**src/sv/delta_varlen_sample_packer_assert.svh**
```systemverilog
// Assertion macros for the delta sample packer.
// Depends on clk_i and rst_ni being visible in the module that includes it.
`ifndef DELTA_VARLEN_SAMPLE_PACKER_ASSERT_SVH
`define DELTA_VARLEN_SAMPLE_PACKER_ASSERT_SVH

// Same-cycle implication, disabled while reset is asserted
`define DVSP_ASSERT_NOW(label, ante, cons, msg) \
  label: assert property (@(posedge clk_i) disable iff (!rst_ni) (ante) |-> (cons)) \
    else $error(msg);

// Next-cycle implication, disabled while reset is asserted
`define DVSP_ASSERT_NEXT(label, ante, cons, msg) \
  label: assert property (@(posedge clk_i) disable iff (!rst_ni) (ante) |=> (cons)) \
    else $error(msg);

`endif

```
**src/sv/dvsp_pkg.sv**
```systemverilog
// Shared types, constants and helpers for the delta sample packer.
// No dependencies; imported by dvsp_core and delta_varlen_sample_packer.
package dvsp_pkg;

  // Capacity of the data byte area and of the size-code headers
  localparam int unsigned DataBytes  = 64;
  localparam int unsigned MaxEntries = 64;
  localparam int unsigned CntW       = 7;
  localparam int unsigned SumW       = CntW + 1;

  localparam logic [31:0] SkipMarker = 32'h8000_0000;

  // Input command codes
  localparam logic CmdPack  = 1'b0;
  localparam logic CmdFlush = 1'b1;

  // Packed widths on the stream ports
  localparam int unsigned OutDataW = 64;
  localparam int unsigned OutUserW = 3;

  typedef struct packed {
    logic [31:0]     prev_sample;
    logic [CntW-1:0] data_bytes;
    logic [CntW-1:0] entries;
    logic [7:0]      header_acc;
  } state_t;

  typedef struct packed {
    logic [31:0]     delta_word;
    logic [2:0]      byte_count;
    logic [1:0]      len_code;
    logic [3:0]      header_index;
    logic [7:0]      header_byte;
    logic [6:0]      packed_size;
    logic [CntW-1:0] entries;
    logic            skipped;
    logic            overflow;
    logic            flushed;
  } result_t;

  // Fewest bytes that hold a delta as a two's complement value
  function automatic logic [2:0] bytes_needed(input logic [31:0] d);
    logic [2:0] n;
    if (d[31:7] == '0 || d[31:7] == '1) begin
      n = 3'd1;
    end else if (d[31:15] == '0 || d[31:15] == '1) begin
      n = 3'd2;
    end else if (d[31:23] == '0 || d[31:23] == '1) begin
      n = 3'd3;
    end else begin
      n = 3'd4;
    end
    return n;
  endfunction

endpackage

```
**src/sv/dvsp_core.sv**
```systemverilog
// Per-request encode logic: delta, length code, header byte, totals and next state.
// Depends on dvsp_pkg.
module dvsp_core
  import dvsp_pkg::*;
(
  input  logic    cmd_i,
  input  logic [31:0] sample_i,
  input  state_t  st_i,
  output result_t res_o,
  output state_t  st_o
);

  logic [31:0]     delta;
  logic [2:0]      len;
  logic [SumW-1:0] byte_sum;
  logic            full;
  logic [1:0]      code;
  logic [7:0]      hdr_base;
  logic [7:0]      hdr_new;
  logic [4:0]      old_headers;
  logic [6:0]      size_now;
  logic [6:0]      size_after;

  // Delta against the last packed sample and its byte length
  assign delta    = sample_i - st_i.prev_sample;
  assign len      = bytes_needed(delta);
  assign code     = len[1:0] - 2'd1;
  assign byte_sum = {1'b0, st_i.data_bytes} + {{(SumW-3){1'b0}}, len};
  assign full     = (st_i.entries >= CntW'(MaxEntries)) || (byte_sum > SumW'(DataBytes));

  // Start a fresh header byte on every fourth code, else OR into the current one
  assign hdr_base = (st_i.entries[1:0] == 2'd0) ? 8'h00 : st_i.header_acc;
  assign hdr_new  = hdr_base | ({6'b0, code} << {st_i.entries[1:0], 1'b0});

  // Running packed size before and after this entry
  assign old_headers = st_i.entries[6:2];
  assign size_now    = st_i.data_bytes + {2'b0, old_headers} + 7'd2;
  assign size_after  = byte_sum[6:0] + {2'b0, old_headers} + 7'd2;

  always_comb begin
    res_o = '0;
    st_o  = st_i;
    res_o.packed_size = size_now;
    res_o.entries     = st_i.entries;
    if (cmd_i == CmdFlush) begin
      // Report totals, then clear everything
      res_o.flushed = 1'b1;
      st_o          = '0;
    end else if (sample_i == SkipMarker) begin
      res_o.skipped = 1'b1;
    end else if (full) begin
      res_o.overflow = 1'b1;
    end else begin
      // Accept the sample and advance the totals
      res_o.delta_word   = delta;
      res_o.byte_count   = len;
      res_o.len_code     = code;
      res_o.header_index = st_i.entries[5:2];
      res_o.header_byte  = hdr_new;
      res_o.packed_size  = size_after;
      res_o.entries      = st_i.entries + 7'd1;
      st_o.prev_sample   = sample_i;
      st_o.data_bytes    = byte_sum[CntW-1:0];
      st_o.entries       = st_i.entries + 7'd1;
      st_o.header_acc    = hdr_new;
    end
  end

endmodule

```
**src/sv/delta_varlen_sample_packer.sv**
```systemverilog
// Top level of the delta sample packer: input stage, state and result register.
// Depends on dvsp_pkg, dvsp_core and delta_varlen_sample_packer_assert.svh.
//
// Usage:
//   The slave channel takes one request per cycle while tready is high:
//   tuser[0] is the command (0 = pack the sample in tdata, 1 = flush) and
//   tdata[31:0] the sample. The master channel returns
//   exactly one result per request, in order. A request accepted into the
//   input stage moves on to the result register, which drives the master
//   side, once that is free. The subtract, the length check and the header
//   OR all sit between the two; the packer state updates as a request moves.
//   Stall: while the result register holds an untaken result, the input
//   stage still accepts one more request; tready drops only when both the
//   input stage and the result register are occupied and the receiver holds
//   tready low.
//   Reset: all valid flags and the packer state (previous sample, byte and
//   entry totals, header byte) return to zero; no clearing pass is needed.
//   A flush reports the totals and then returns the state to reset values.
module delta_varlen_sample_packer
  import dvsp_pkg::*;
(
  input  logic                clk_i,
  input  logic                rst_ni,
  input  logic                s_axis_tvalid,
  output logic                s_axis_tready,
  // tdata: [31:0] sample
  input  logic [31:0]         s_axis_tdata,
  // tuser: [0] cmd
  input  logic                s_axis_tuser,
  output logic                m_axis_tvalid,
  input  logic                m_axis_tready,
  // tdata: [31:0] delta_word, [34:32] byte_count, [36:35] len_code,
  //        [40:37] header_index, [48:41] header_byte, [55:49] packed_size,
  //        [62:56] entries, [63] zero fill
  output logic [OutDataW-1:0] m_axis_tdata,
  // tuser: [0] skipped, [1] overflow, [2] flushed
  output logic [OutUserW-1:0] m_axis_tuser
);

  logic                in_vld_q;
  logic                in_cmd_q;
  logic [31:0]         in_sample_q;
  logic                out_vld_q;
  logic [OutDataW-1:0] out_data_q;
  logic [OutUserW-1:0] out_user_q;
  state_t              st_q;
  state_t              st_d;
  result_t             res;
  logic                advance;
  logic                in_take;
  logic                bytes_ok;
  logic                entries_ok;
  logic                out_flagged;
  logic                flag_clean;
  logic                flush_adv;
  logic                st_clear;

  // Move the held request into the result register when it is free
  assign advance       = in_vld_q && (!out_vld_q || m_axis_tready);
  assign s_axis_tready = !in_vld_q || advance;
  assign in_take       = s_axis_tvalid && s_axis_tready;

  dvsp_core u_core (
    .cmd_i    (in_cmd_q),
    .sample_i (in_sample_q),
    .st_i     (st_q),
    .res_o    (res),
    .st_o     (st_d)
  );

  // Input stage valid flag
  always_ff @(posedge clk_i or negedge rst_ni) begin
    if (!rst_ni) begin
      in_vld_q <= 1'b0;
    end else if (in_take) begin
      in_vld_q <= 1'b1;
    end else if (advance) begin
      in_vld_q <= 1'b0;
    end
  end

  // Input stage payload
  always_ff @(posedge clk_i) begin
    if (in_take) begin
      in_cmd_q    <= s_axis_tuser;
      in_sample_q <= s_axis_tdata;
    end
  end

  // Packer state, updated as each request advances
  always_ff @(posedge clk_i or negedge rst_ni) begin
    if (!rst_ni) begin
      st_q <= '0;
    end else if (advance) begin
      st_q <= st_d;
    end
  end

  // Result register valid flag
  always_ff @(posedge clk_i or negedge rst_ni) begin
    if (!rst_ni) begin
      out_vld_q <= 1'b0;
    end else if (advance) begin
      out_vld_q <= 1'b1;
    end else if (m_axis_tready) begin
      out_vld_q <= 1'b0;
    end
  end

  // Result register payload
  always_ff @(posedge clk_i) begin
    if (advance) begin
      out_data_q <= {1'b0, res.entries, res.packed_size, res.header_byte,
                     res.header_index, res.len_code, res.byte_count, res.delta_word};
      out_user_q <= {res.flushed, res.overflow, res.skipped};
    end
  end

  assign m_axis_tvalid = out_vld_q;
  assign m_axis_tdata  = out_data_q;
  assign m_axis_tuser  = out_user_q;

  // Terms checked by the assertions below
  assign bytes_ok    = st_q.data_bytes <= CntW'(DataBytes);
  assign entries_ok  = st_q.entries <= CntW'(MaxEntries);
  assign out_flagged = m_axis_tvalid && (m_axis_tuser != '0);
  assign flag_clean  = $onehot0(m_axis_tuser) && (m_axis_tdata[34:32] == 3'd0);
  assign flush_adv   = advance && (in_cmd_q == CmdFlush);
  assign st_clear    = (st_q == '0);

`include "delta_varlen_sample_packer_assert.svh"

  `DVSP_ASSERT_NOW(a_bytes_cap, 1'b1, bytes_ok, "data byte total above capacity")
  `DVSP_ASSERT_NOW(a_entry_cap, 1'b1, entries_ok, "entry total above header capacity")
  `DVSP_ASSERT_NOW(a_flag_bytes, out_flagged, flag_clean, "flagged result carries delta bytes")
  `DVSP_ASSERT_NEXT(a_flush_clear, flush_adv, st_clear, "state not cleared after flush")

endmodule

```
**config.mk**
```make
export PLATFORM = sky130hd
export DESIGN_NAME = delta_varlen_sample_packer
export DESIGN_NICKNAME = d
export VERILOG_FILES = /design/src/sv/dvsp_pkg.sv /design/src/sv/dvsp_core.sv /design/src/sv/delta_varlen_sample_packer.sv
export VERILOG_INCLUDE_DIRS = /design/src /design/src/sv
export SDC_FILE = /design/constraint.sdc
export NUM_CORES = 1
export LEC_CHECK = 0
export BUFFER_PORTS_ARGS = -buffer_cell sky130_fd_sc_hd__buf_4
export CAP_MARGIN = 0
export CORE_MARGIN = 3
export CORE_UTILIZATION = 48
export CTS_BUF_LIST = sky130_fd_sc_hd__clkbuf_4
export DETAILED_ROUTE_END_ITERATION = 10
export PLACE_DENSITY = 0.68
export SYNTH_ARGS = -nofsm -noshare
export SYNTH_HDL_FRONTEND = slang
export SYNTH_SLANG_ARGS = --single-unit
```
**constraint.sdc**
```tcl
create_clock -name clk_i -period 12.65 [get_ports clk_i]
set_input_delay 2.53 -clock clk_i [delete_from_list [all_inputs] [get_ports clk_i]]
set_output_delay 2.53 -clock clk_i [all_outputs]
set_load 0.01 [all_outputs]
```
==> flow_metrics.py, run 1 <==
metrics = {
    "floorplanning": {
        "start_util": 0.495,
        "die_width_um": 143,
        "ios": 106,
        "rows": 49,
        "die_h_um": 143,
        "dieArea_mm2": 0.0205,
        "core_area_mm2": 0.0182,
    },
    "sta": {
        "clock-skew-final_ps": 25.4,
        "setup_viol": 0,
        "tightestPinTransition_ps": 1010,
        "period_share": 0.643,
        "rsz0062_at_grt": "false",
        "slew_violations": 0,
        "fmax_mhz": 123,
        "finalHoldViolations": 0,
        "setup_tns_ps": 0,
        "layout_min_cycle_time_ps": 8140,
        "maxSlewHeadroom": 0.327,
    },
    "synthesis": {
        "synth.cell_area_mm2": 0.00901,
        "ys.flop_type": "edfxtp_1",
        "synth_nets": 1010,
        "synth_edf_count": 99,
        "yosysTopAreaCell": "edfxtp_1",
        "ys_seq_area_frac": 0.485,
        "synth_cell_types": 71,
        "synthArstFlopShare": 0.361,
        "syn_inst": 913,
        "yosysWarnings": 0,
        "syn_avg_cell_area_um2": 9.87,
        "synth_top_area_share": 0.330,
        "yosys-top-cells-area": "edfxtp_1 33%, dfrtp_1 16%, ha_1 7.8%, nand2_1 4.5%, o21ai_0 4.2%",
        "ys_ff_latch": 155,
    },
    "worst_setup_path": {
        "arrival_ps": 8570,
        "path_buf_inv": 1,
        "path_cells": "ha_1 > nand2_1 > nor4_1 > o2111a_1 > nor4b_1 > a311oi_1 > nand4_1 > nor4_1 > nand4_1 > and2_1 > a211oi_1 > ha_1 > a21o_1 > a21oi_1 > xor2_1 > o2111ai_1 > a21oi_1 > nor2b_1 > o21ai_4 > buf_4 > or2_2 > o41ai_1",
        "cp-end-kind": "register",
        "cp-start-kind": "register",
        "critPathKind": "reg2reg",
        "required_ps": 13090,
        "critPathTopFamily": "compound AO/OA/AOI/OAI gates",
        "critPathSlowestCell": "nor4_1",
        "slowest_delay_ps": 650,
        "path_max_fanout": 45,
    },
    "detailed_routing": {
        "ant_nets": 0,
        "wl_um": 21500,
        "wl_per_cell_um": 17.3,
        "vias_per_cell": 5.58,
        "firstDrtPassIters": 5,
        "first_iter_violations": 540,
        "drc": 0,
        "vias": 6957,
    },
    "min_path": {
        "min_path_type": "reg2reg",
    },
    "clock_network": {
        "cts.sinks": 155,
        "clockBufferDepth": 2,
        "ctsHoldBuffers": 0,
        "clkTransAtPathRegs_ps": 140,
        "post_cts_buffers": 0,
        "cts_tree": "yes",
        "ctsResizeCount": 0,
        "numCtsBuffers": 17,
        "cts.root.buffer_cell": "clkbuf_4",
        "htree_levels": 4,
        "insertion_delay_ps": 560,
    },
    "grt": {
        "grt_max_degree": 69,
        "grt.total_usage": 0.214,
        "grt_pass1_wl_um": 34300,
        "grt_pass1_vias": 6612,
        "overflow": 0,
        "antenna_found_initial": 1,
    },
    "cells_and_area": {
        "area_delta_synth_final_pct": 14.5,
        "final_common_cell": "buf_4",
        "drive_gt1_frac": 0.159,
        "final_cell_mix": "109 x buf_4, 108 x nand2_1, 99 x edfxtp_1, 76 x o21ai_0, 75 x nor2_1",
        "nets": 1099,
    },
    "run": {
        "cap_violations": 0,
    },
    "power": {
        "total_power_w": 0.00145,
        "leakagePower_nw": 4.32,
        "p_per_area_mw_per_mm2": 141,
        "ir_drop_mv": 0.0614,
    },
    "run_status": {
        "status": "finished clean",
    },
    "placed_design": {
        "port-buffer-count": 104,
        "place.gp.congestion": 0.922,
        "hpwl_um": 16000,
    },
}
-- path summary, 6_finish.rpt --
kind	from	end	slack, ps	depth (start not counted)
max	in_sample_q[18]	st_q[1]	4510	22
min	st_q[43]	st_q[43]	490	2
max reg2reg	in_sample_q[18]	st_q[1]	4510	22
min reg2reg	st_q[43]	st_q[43]	490	2
max in group asynchronous	rst_ni	st_q[1]	10090	1
min in group asynchronous	rst_ni	st_q[34]	2040	1
-- cells by family (layout without fill, tap and decap cells) --
family          Yosys count  count (layout)  share of synthesized area
buf+inv                  94             196                     0.0423
fa+ha+maj                60              60                     0.0866
flops                   155             155                      0.485
xor+xnor                 36              36                     0.0358
other cells               1               3                   0.000416
mux                       3               3                    0.00347
compound gates          231             231                      0.164
simple gates            333             333                      0.182
-- stage by stage --
step / setup slack (ps) / cell area, um^2 / hold WS [ps] / instances / util
3_3_place_gp: 4950 / 9960 / 456 / 1212 / 0.547
4_1_cts: 4540 / 10300 / 499 / 1244 / 0.567
5_1_grt: 3760 / 10300 / 523 / 1246 / 0.567
2_1_floorplan: 6450 / 9010 / 424 / 913 / -
6_report: 4510 / 10300 / 491 / 1246 / 0.567
3_5_place_dp: 4630 / 9960 / 467 / 1212 / 0.547
-- synth_stat cells (3+ instances only) --
cell       number
o2111ai_1       3
xnor2_1        20
a21oi_1        62
o31ai_1        12
buf_6           3
nor3_1         17
nand4_1        13
inv_1          55
and3_1         11
edfxtp_1       99
dfrtp_1        56
a21boi_0        5
o21a_1          7
o221ai_1        8
a211oi_1        5
a21o_1         11
and2_1         12
clkbuf_1       32
a211o_1         3
or2_2           3
nand2b_1       48
xor2_1         15
nand2_1       108
o21ai_0        76
fa_1            4
or3_1           5
nand3_1         7
o211ai_1        8
ha_1           56
nor4_1         16
nor2b_1         4
o21bai_1        4
nor2_1         75
-- tightest hold or removal path, cell delays in order, from the launching register on --
cell and delay (ps):
dfrtp_1 370, nand2_1 40, o21ai_0 60
-- state kept, by name (all words and copies together) (netlist names) --
register and cells:
in_cmd_q 1, m_axis_tvalid 1, m_axis_tuser 3, in_sample_q 32, m_axis_tdata 63, st_q 54, in_vld_q 1
-- layout make-up --
class,instances,area (um^2)
multi-input cells,664,4270
repair buffers,109,818
diodes,2,5.00
clock buffers,17,128
fillers,1641,7880
flip-flops and latches,155,4370
well taps,229,287
inverters,55,206
clock inverters,15,235
-- per-layer routing --
layer,GRT usage,part of all wire,vias to the layer above
li1,-,-,3461
met1,0.297,0.45,3241
met2,0.341,0.47,225
met3,0.0388,0.055,30
met4,0.0745,0.023,0
met5,0,0,-
-- report_power, final --
group,leakage (nW),total [W],internal (W),switching (W)
logic,2.42,0.000435,0.000171,0.000263
registers,1.71,0.000646,0.000610,0.0000365
clock network,0.193,0.000374,0.000182,0.000192
total,4.32,0.00145,0.000963,0.000491
No activity file was read; power rests on OpenSTA's default activity.
==> run 2: changes to the inputs <==
--- a/config.mk
+++ b/config.mk
@@ -12,7 +12,7 @@
 export CORE_UTILIZATION = 48
 export CTS_BUF_LIST = sky130_fd_sc_hd__clkbuf_4
 export DETAILED_ROUTE_END_ITERATION = 10
-export PLACE_DENSITY = 0.68
+export PLACE_DENSITY = 0.7
 export SYNTH_ARGS = -nofsm -noshare
 export SYNTH_HDL_FRONTEND = slang
 export SYNTH_SLANG_ARGS = --single-unit
==> constraint.sdc (replaced) <==
create_clock -name clk_i -period 7.28 [get_ports clk_i]
set_input_delay 1.456 -clock clk_i [delete_from_list [all_inputs] [get_ports clk_i]]
set_output_delay 1.456 -clock clk_i [all_outputs]
set_load 0.01 [all_outputs]
==> run 2 against run 1 <==
Compared with the run above: sequential share of layout area grew 0.16 points; first-iteration DRC count increased by 19%; critical path depth is 1 lower; largest cell class unchanged; clock-buffer cell count increased by 4; via count is 0.36% higher; register-to-register slack lost 4000 ps; highest routed layer unchanged; sequential cell count unchanged; design area is 0.38% lower; cell count up 0.56%; worst hold slack barely moved; die area unchanged; non-clock buffer count grew 7.
==> flow_metrics.py, run 2 (synthesis results as in run 1) <==
metrics = {
    "sta": {
        "maxSlewHeadroom": 0.409,
        "layout_min_cycle_time_ps": 6770,
        "setup_viol": 0,
        "setup_tns_ps": 0,
        "rsz0062_at_grt": "false",
        "period_share": 0.929,
        "fmax_mhz": 148,
        "holdWs_ps": 491,
        "tightestPinTransition_ps": 887,
        "clock-skew-final_ps": 22.4,
        "finalHoldViolations": 0,
        "slew_violations": 0,
    },
    "grt": {
        "met1_usage": 0.288,
        "grt.total_usage": 0.216,
        "overflow": 0,
        "grt_pass1_wl_um": 34800,
        "grt_pass1_vias": 6851,
        "grt_max_degree": 69,
        "grt_util_met2": 0.359,
        "antenna_found_initial": 1,
        "top_usage_layer": "met2",
        "grtUsageMet3": 0.0358,
    },
    "power": {
        "p_per_area_mw_per_mm2": 231,
        "ir_drop_mv": 0.105,
        "leakagePower_nw": 4.29,
    },
    "floorplanning": {
        "start_util": 0.495,
        "die_width_um": 143,
        "dieArea_mm2": 0.0205,
        "rows": 49,
        "ios": 106,
        "die_h_um": 143,
        "core_area_mm2": 0.0182,
    },
    "worst_setup_path": {
        "cp-start-kind": "register",
        "arrival_ps": 7250,
        "required_ps": 7770,
        "critPathKind": "reg2reg",
        "cp-end-kind": "register",
        "r2r_cells": 21,
        "path_max_fanout": 14,
    },
    "detailed_routing": {
        "vias": 6982,
        "wl_per_cell_um": 16.9,
        "ant_nets": 0,
        "wl_um": 21200,
        "vias_per_cell": 5.57,
        "firstDrtPassIters": 6,
        "first_iter_violations": 643,
        "drc": 0,
    },
    "min_path": {
        "holdPathStages": 2,
        "min_path_type": "reg2reg",
    },
    "run_status": {
        "status": "finished clean",
    },
    "clock_network": {
        "cts.root.buffer_cell": "clkbuf_4",
        "numCtsBuffers": 17,
        "insertion_delay_ps": 590,
        "htree_levels": 4,
        "cts.sinks": 155,
        "clkTransAtPathRegs_ps": 130,
        "ctsHoldBuffers": 0,
        "clockBufferDepth": 2,
        "cts_tree": "yes",
    },
    "run": {
        "cap_violations": 0,
    },
    "cells_and_area": {
        "final_common_cell": "buf_4",
        "drive_gt1_frac": 0.167,
        "largest_register_ffs": 63,
        "nets": 1106,
        "final_cell_mix": "116 x buf_4, 108 x nand2_1, 99 x edfxtp_1, 76 x o21ai_0, 75 x nor2_1",
        "area_delta_synth_final_pct": 14.1,
    },
    "placed_design": {
        "place.gp.congestion": 0.987,
        "port-buffer-count": 104,
        "hpwl_um": 15700,
    },
}
[run 2: changes by cell type in the layout (fill, tap and decap cells not counted), sizes merged]
cell and delta:
buf +7, bufinv -4, clkbuf +4, clkinv +1, clkinvlp +5, inv -6
[run 2: area by class of cell]
cell class | count | area [um^2]
antenna | 2 | 5.00
clock buffer | 21 | 158
clock inverter | 11 | 98.8
fill | 1598 | 7920
inverter | 55 | 206
multi-input combinational | 664 | 4290
sequential | 155 | 4370
tap | 229 | 287
timing repair buffer | 116 | 871
[run 2: report_power, final]
part | switching (W) | internal (W)
combinational | 0.000460 | 0.000303
sequential | 0.0000591 | 0.00106
clock | 0.000316 | 0.000183
[run 2: path summary, 6_finish.rpt]
path                            endpoint       startpoint  slack (ps)
worst max-delay path             st_q[1]  in_sample_q[19]         510
worst min-delay path            st_q[43]         st_q[43]         490
worst max register to register   st_q[1]  in_sample_q[19]         510
worst min register to register  st_q[43]         st_q[43]         490
max in group asynchronous       st_q[27]           rst_ni        5830
min in group asynchronous       st_q[47]           rst_ni         940
[run 2: critical path: stages, from the launching register on]
cell and delay (ps):
edfxtp_1 440, ha_1 460, a21oi_1 260, o211ai_1 140, a221o_1 380, or3_4 420, o31ai_1 330, nor3b_2 300
o21ai_1 80, or4_4 530, o22ai_4 370, ha_1 290, fa_1 460, or3_1 400, nor3_1 150, o2111ai_1 140
a21oi_1 140, buf_4 180, nor2b_1 230, o21ai_4 120, or2_2 490, o41ai_1 360
[run 2: per-stage QoR]
step                 util  cells  instance area [um^2]  worst slack, ps  power, W
floorplan               -    913                  9010             1080   0.00165
finish              0.565   1253                 10300              513   0.00238
CTS                 0.564   1251                 10300              352   0.00239
global route        0.565   1253                 10300             59.6   0.00253
detailed placement  0.550   1219                 10000              390   0.00189
global placement    0.550   1219                 10000              532   0.00188
[run 2: timing repair]
item	CTS	global route
setup buffers	0	0
resized for setup	0	3
setup endpoints to repair	0	17
[run 2: metal layers]
metal	routed length, um	up-vias	part of all wire
met2	10200	173	0.48
met4	448	0	0.021
met3	798	30	0.038
met5	0	-	0
met1	9670	3308	0.46
li1	-	3471	-
==> run 3: changes to the inputs <==
--- a/config.mk
+++ b/config.mk
@@ -6,13 +6,13 @@
 export SDC_FILE = /design/constraint.sdc
 export NUM_CORES = 1
 export LEC_CHECK = 0
-export BUFFER_PORTS_ARGS = -buffer_cell sky130_fd_sc_hd__buf_4
 export CAP_MARGIN = 0
 export CORE_MARGIN = 3
 export CORE_UTILIZATION = 48
 export CTS_BUF_LIST = sky130_fd_sc_hd__clkbuf_4
 export DETAILED_ROUTE_END_ITERATION = 10
-export PLACE_DENSITY = 0.7
+export DONT_BUFFER_PORTS = 1
+export PLACE_DENSITY = 0.65
 export SYNTH_ARGS = -nofsm -noshare
 export SYNTH_HDL_FRONTEND = slang
 export SYNTH_SLANG_ARGS = --single-unit
==> run 3 against run 2 <==
Compared with the run above: total power decreased by 0.24%; die area unchanged; worst setup slack better by 79 ps; worst hold slack improved by 5.6 ps; register-to-register slack gained 80 ps; largest power group unchanged; critical path depth did not move; clock skew down 5.3 ps.
==> flow_metrics.py, run 3 (synthesis results as in run 1) <==
metrics = {
    "run_status": {
        "status": "finished clean",
    },
    "min_path": {
        "holdPathStages": 2,
        "min_path_type": "reg2reg",
    },
    "worst_setup_path": {
        "critPathKind": "reg2reg",
        "cp-end-kind": "register",
        "arrival_ps": 7140,
        "required_ps": 7740,
        "cp-start-kind": "register",
        "r2r_cells": 21,
        "path_max_fanout": 14,
    },
    "grt": {
        "grt_pass1_vias": 6155,
        "grt_max_degree": 86,
        "antenna_found_initial": 1,
        "grt_pass1_wl_um": 33200,
        "grt.total_usage": 0.208,
        "overflow": 0,
    },
    "clock_network": {
        "clkTransAtPathRegs_ps": 140,
        "post_cts_buffers": 0,
        "clockBufferDepth": 2,
        "cts.sinks": 155,
        "cts.root.buffer_cell": "clkbuf_4",
        "ctsHoldBuffers": 0,
        "ctsResizeCount": 0,
        "cts_tree": "yes",
        "htree_levels": 4,
        "insertion_delay_ps": 570,
        "numCtsBuffers": 17,
    },
    "cells_and_area": {
        "largest_register_ffs": 63,
        "final_cell_mix": "108 x nand2_1, 99 x edfxtp_1, 75 x o21ai_0, 75 x nor2_1, 61 x a21oi_1",
        "area_delta_synth_final_pct": 6.01,
        "drive_gt1_frac": 0.0710,
        "n_fill_cell": 1678,
        "stdcell_area_mm2": 0.00956,
        "nets": 1000,
        "final_common_cell": "nand2_1",
    },
    "power": {
        "ir_drop_mv": 0.147,
        "p_per_area_mw_per_mm2": 248,
        "leakagePower_nw": 3.81,
    },
    "sta": {
        "finalHoldViolations": 0,
        "tightestPinTransition_ps": 844,
        "setup_tns_ps": 0,
        "rsz0062_at_grt": "false",
        "setup_viol": 0,
        "layout_min_cycle_time_ps": 6690,
        "period_share": 0.919,
        "clock-skew-final_ps": 17.1,
        "fmax_mhz": 150,
        "maxSlewHeadroom": 0.437,
        "slew_violations": 0,
    },
    "placed_design": {
        "hpwl_um": 15300,
        "dpl_cell_area_mm2": 0.00923,
        "place.gp.congestion": 0.920,
        "port-buffer-count": 0,
    },
    "floorplanning": {
        "dieArea_mm2": 0.0205,
        "die_h_um": 143,
        "ios": 106,
        "die_width_um": 143,
        "rows": 49,
        "start_util": 0.495,
        "core_area_mm2": 0.0182,
    },
    "detailed_routing": {
        "firstDrtPassIters": 7,
        "vias_per_cell": 5.72,
        "drc": 0,
        "wl_um": 20900,
        "ant_nets": 0,
        "wl_per_cell_um": 18.3,
        "first_iter_violations": 527,
        "vias": 6557,
    },
    "run": {
        "cap_violations": 0,
    },
}
[run 3: cell types whose count changed in the layout (fill, tap and decap cells not counted), sizes merged]
cell	delta
buf	-106
bufinv	+2
clkbuf	-3
clkinv	+2
clkinvlp	-3
inv	+2
[run 3: cell type report]
type | instances | area [um^2] | area share
diodes | 2 | 5.00 | 0.000524
clock buffers | 18 | 135 | 0.0141
clock inverters | 14 | 170 | 0.0178
inverters | 55 | 206 | 0.0216
multi-input cells | 664 | 4290 | 0.449
flip-flops and latches | 155 | 4370 | 0.458
well taps | 229 | 287 | 0.0300
repair buffers | 10 | 87.6 | 0.00916
[run 3: worst paths after layout]
kind | start | slack (ps) | endpoint
worst max-delay path | in_sample_q[18] | 590 | st_q[1]
worst min-delay path | st_q[36] | 500 | st_q[36]
worst max register to register | in_sample_q[18] | 590 | st_q[1]
worst min register to register | st_q[36] | 500 | st_q[36]
max in group asynchronous | rst_ni | 6600 | m_axis_tvalid
min in group asynchronous | rst_ni | 550 | st_q[34]
[run 3: critical path: stages (launching register included)]
cell and delay, ps:
edfxtp_1 450, ha_1 510, nand2_1 140, nor4_1 580, o2111a_1 330, or3_4 170
xnor2_2 90, nor4_1 290, nand4_1 390, nor2_1 470, o22ai_4 210, ha_1 260
fa_1 410, xor2_1 220, or3_1 320, nor3_1 150, o2111ai_1 130, a21oi_1 270
nor2b_1 260, o21ai_4 80, or2_2 460, o41ai_1 360
[run 3: where the power goes]
group / internal, W / switching, W / leakage [nW]
clock: 0.000244 / 0.000325 / 0.159
combinational: 0.000241 / 0.000415 / 1.95
sequential: 0.00106 / 0.0000871 / 1.71
[run 3: per-stage QoR]
stage | util | setup WS, ps | instances | power [W] | hold slack, ps
global placement | 0.507 | 416 | 1113 | 0.00181 | 459
detailed placement | 0.507 | 267 | 1113 | 0.00182 | 471
floorplan | - | 1080 | 913 | 0.00165 | 424
global route | 0.525 | 6.18 | 1147 | 0.00252 | 511
finish | 0.525 | 593 | 1147 | 0.00237 | 497
CTS | 0.523 | 243 | 1145 | 0.00239 | 500
[run 3: metal layers]
layer	global-route usage	wire length [um]	vias up
li1	-	-	3265
met1	0.285	9900	3096
met2	0.334	9790	170
met3	0.0362	784	26
met4	0.0740	467	0
met5	0	0	-
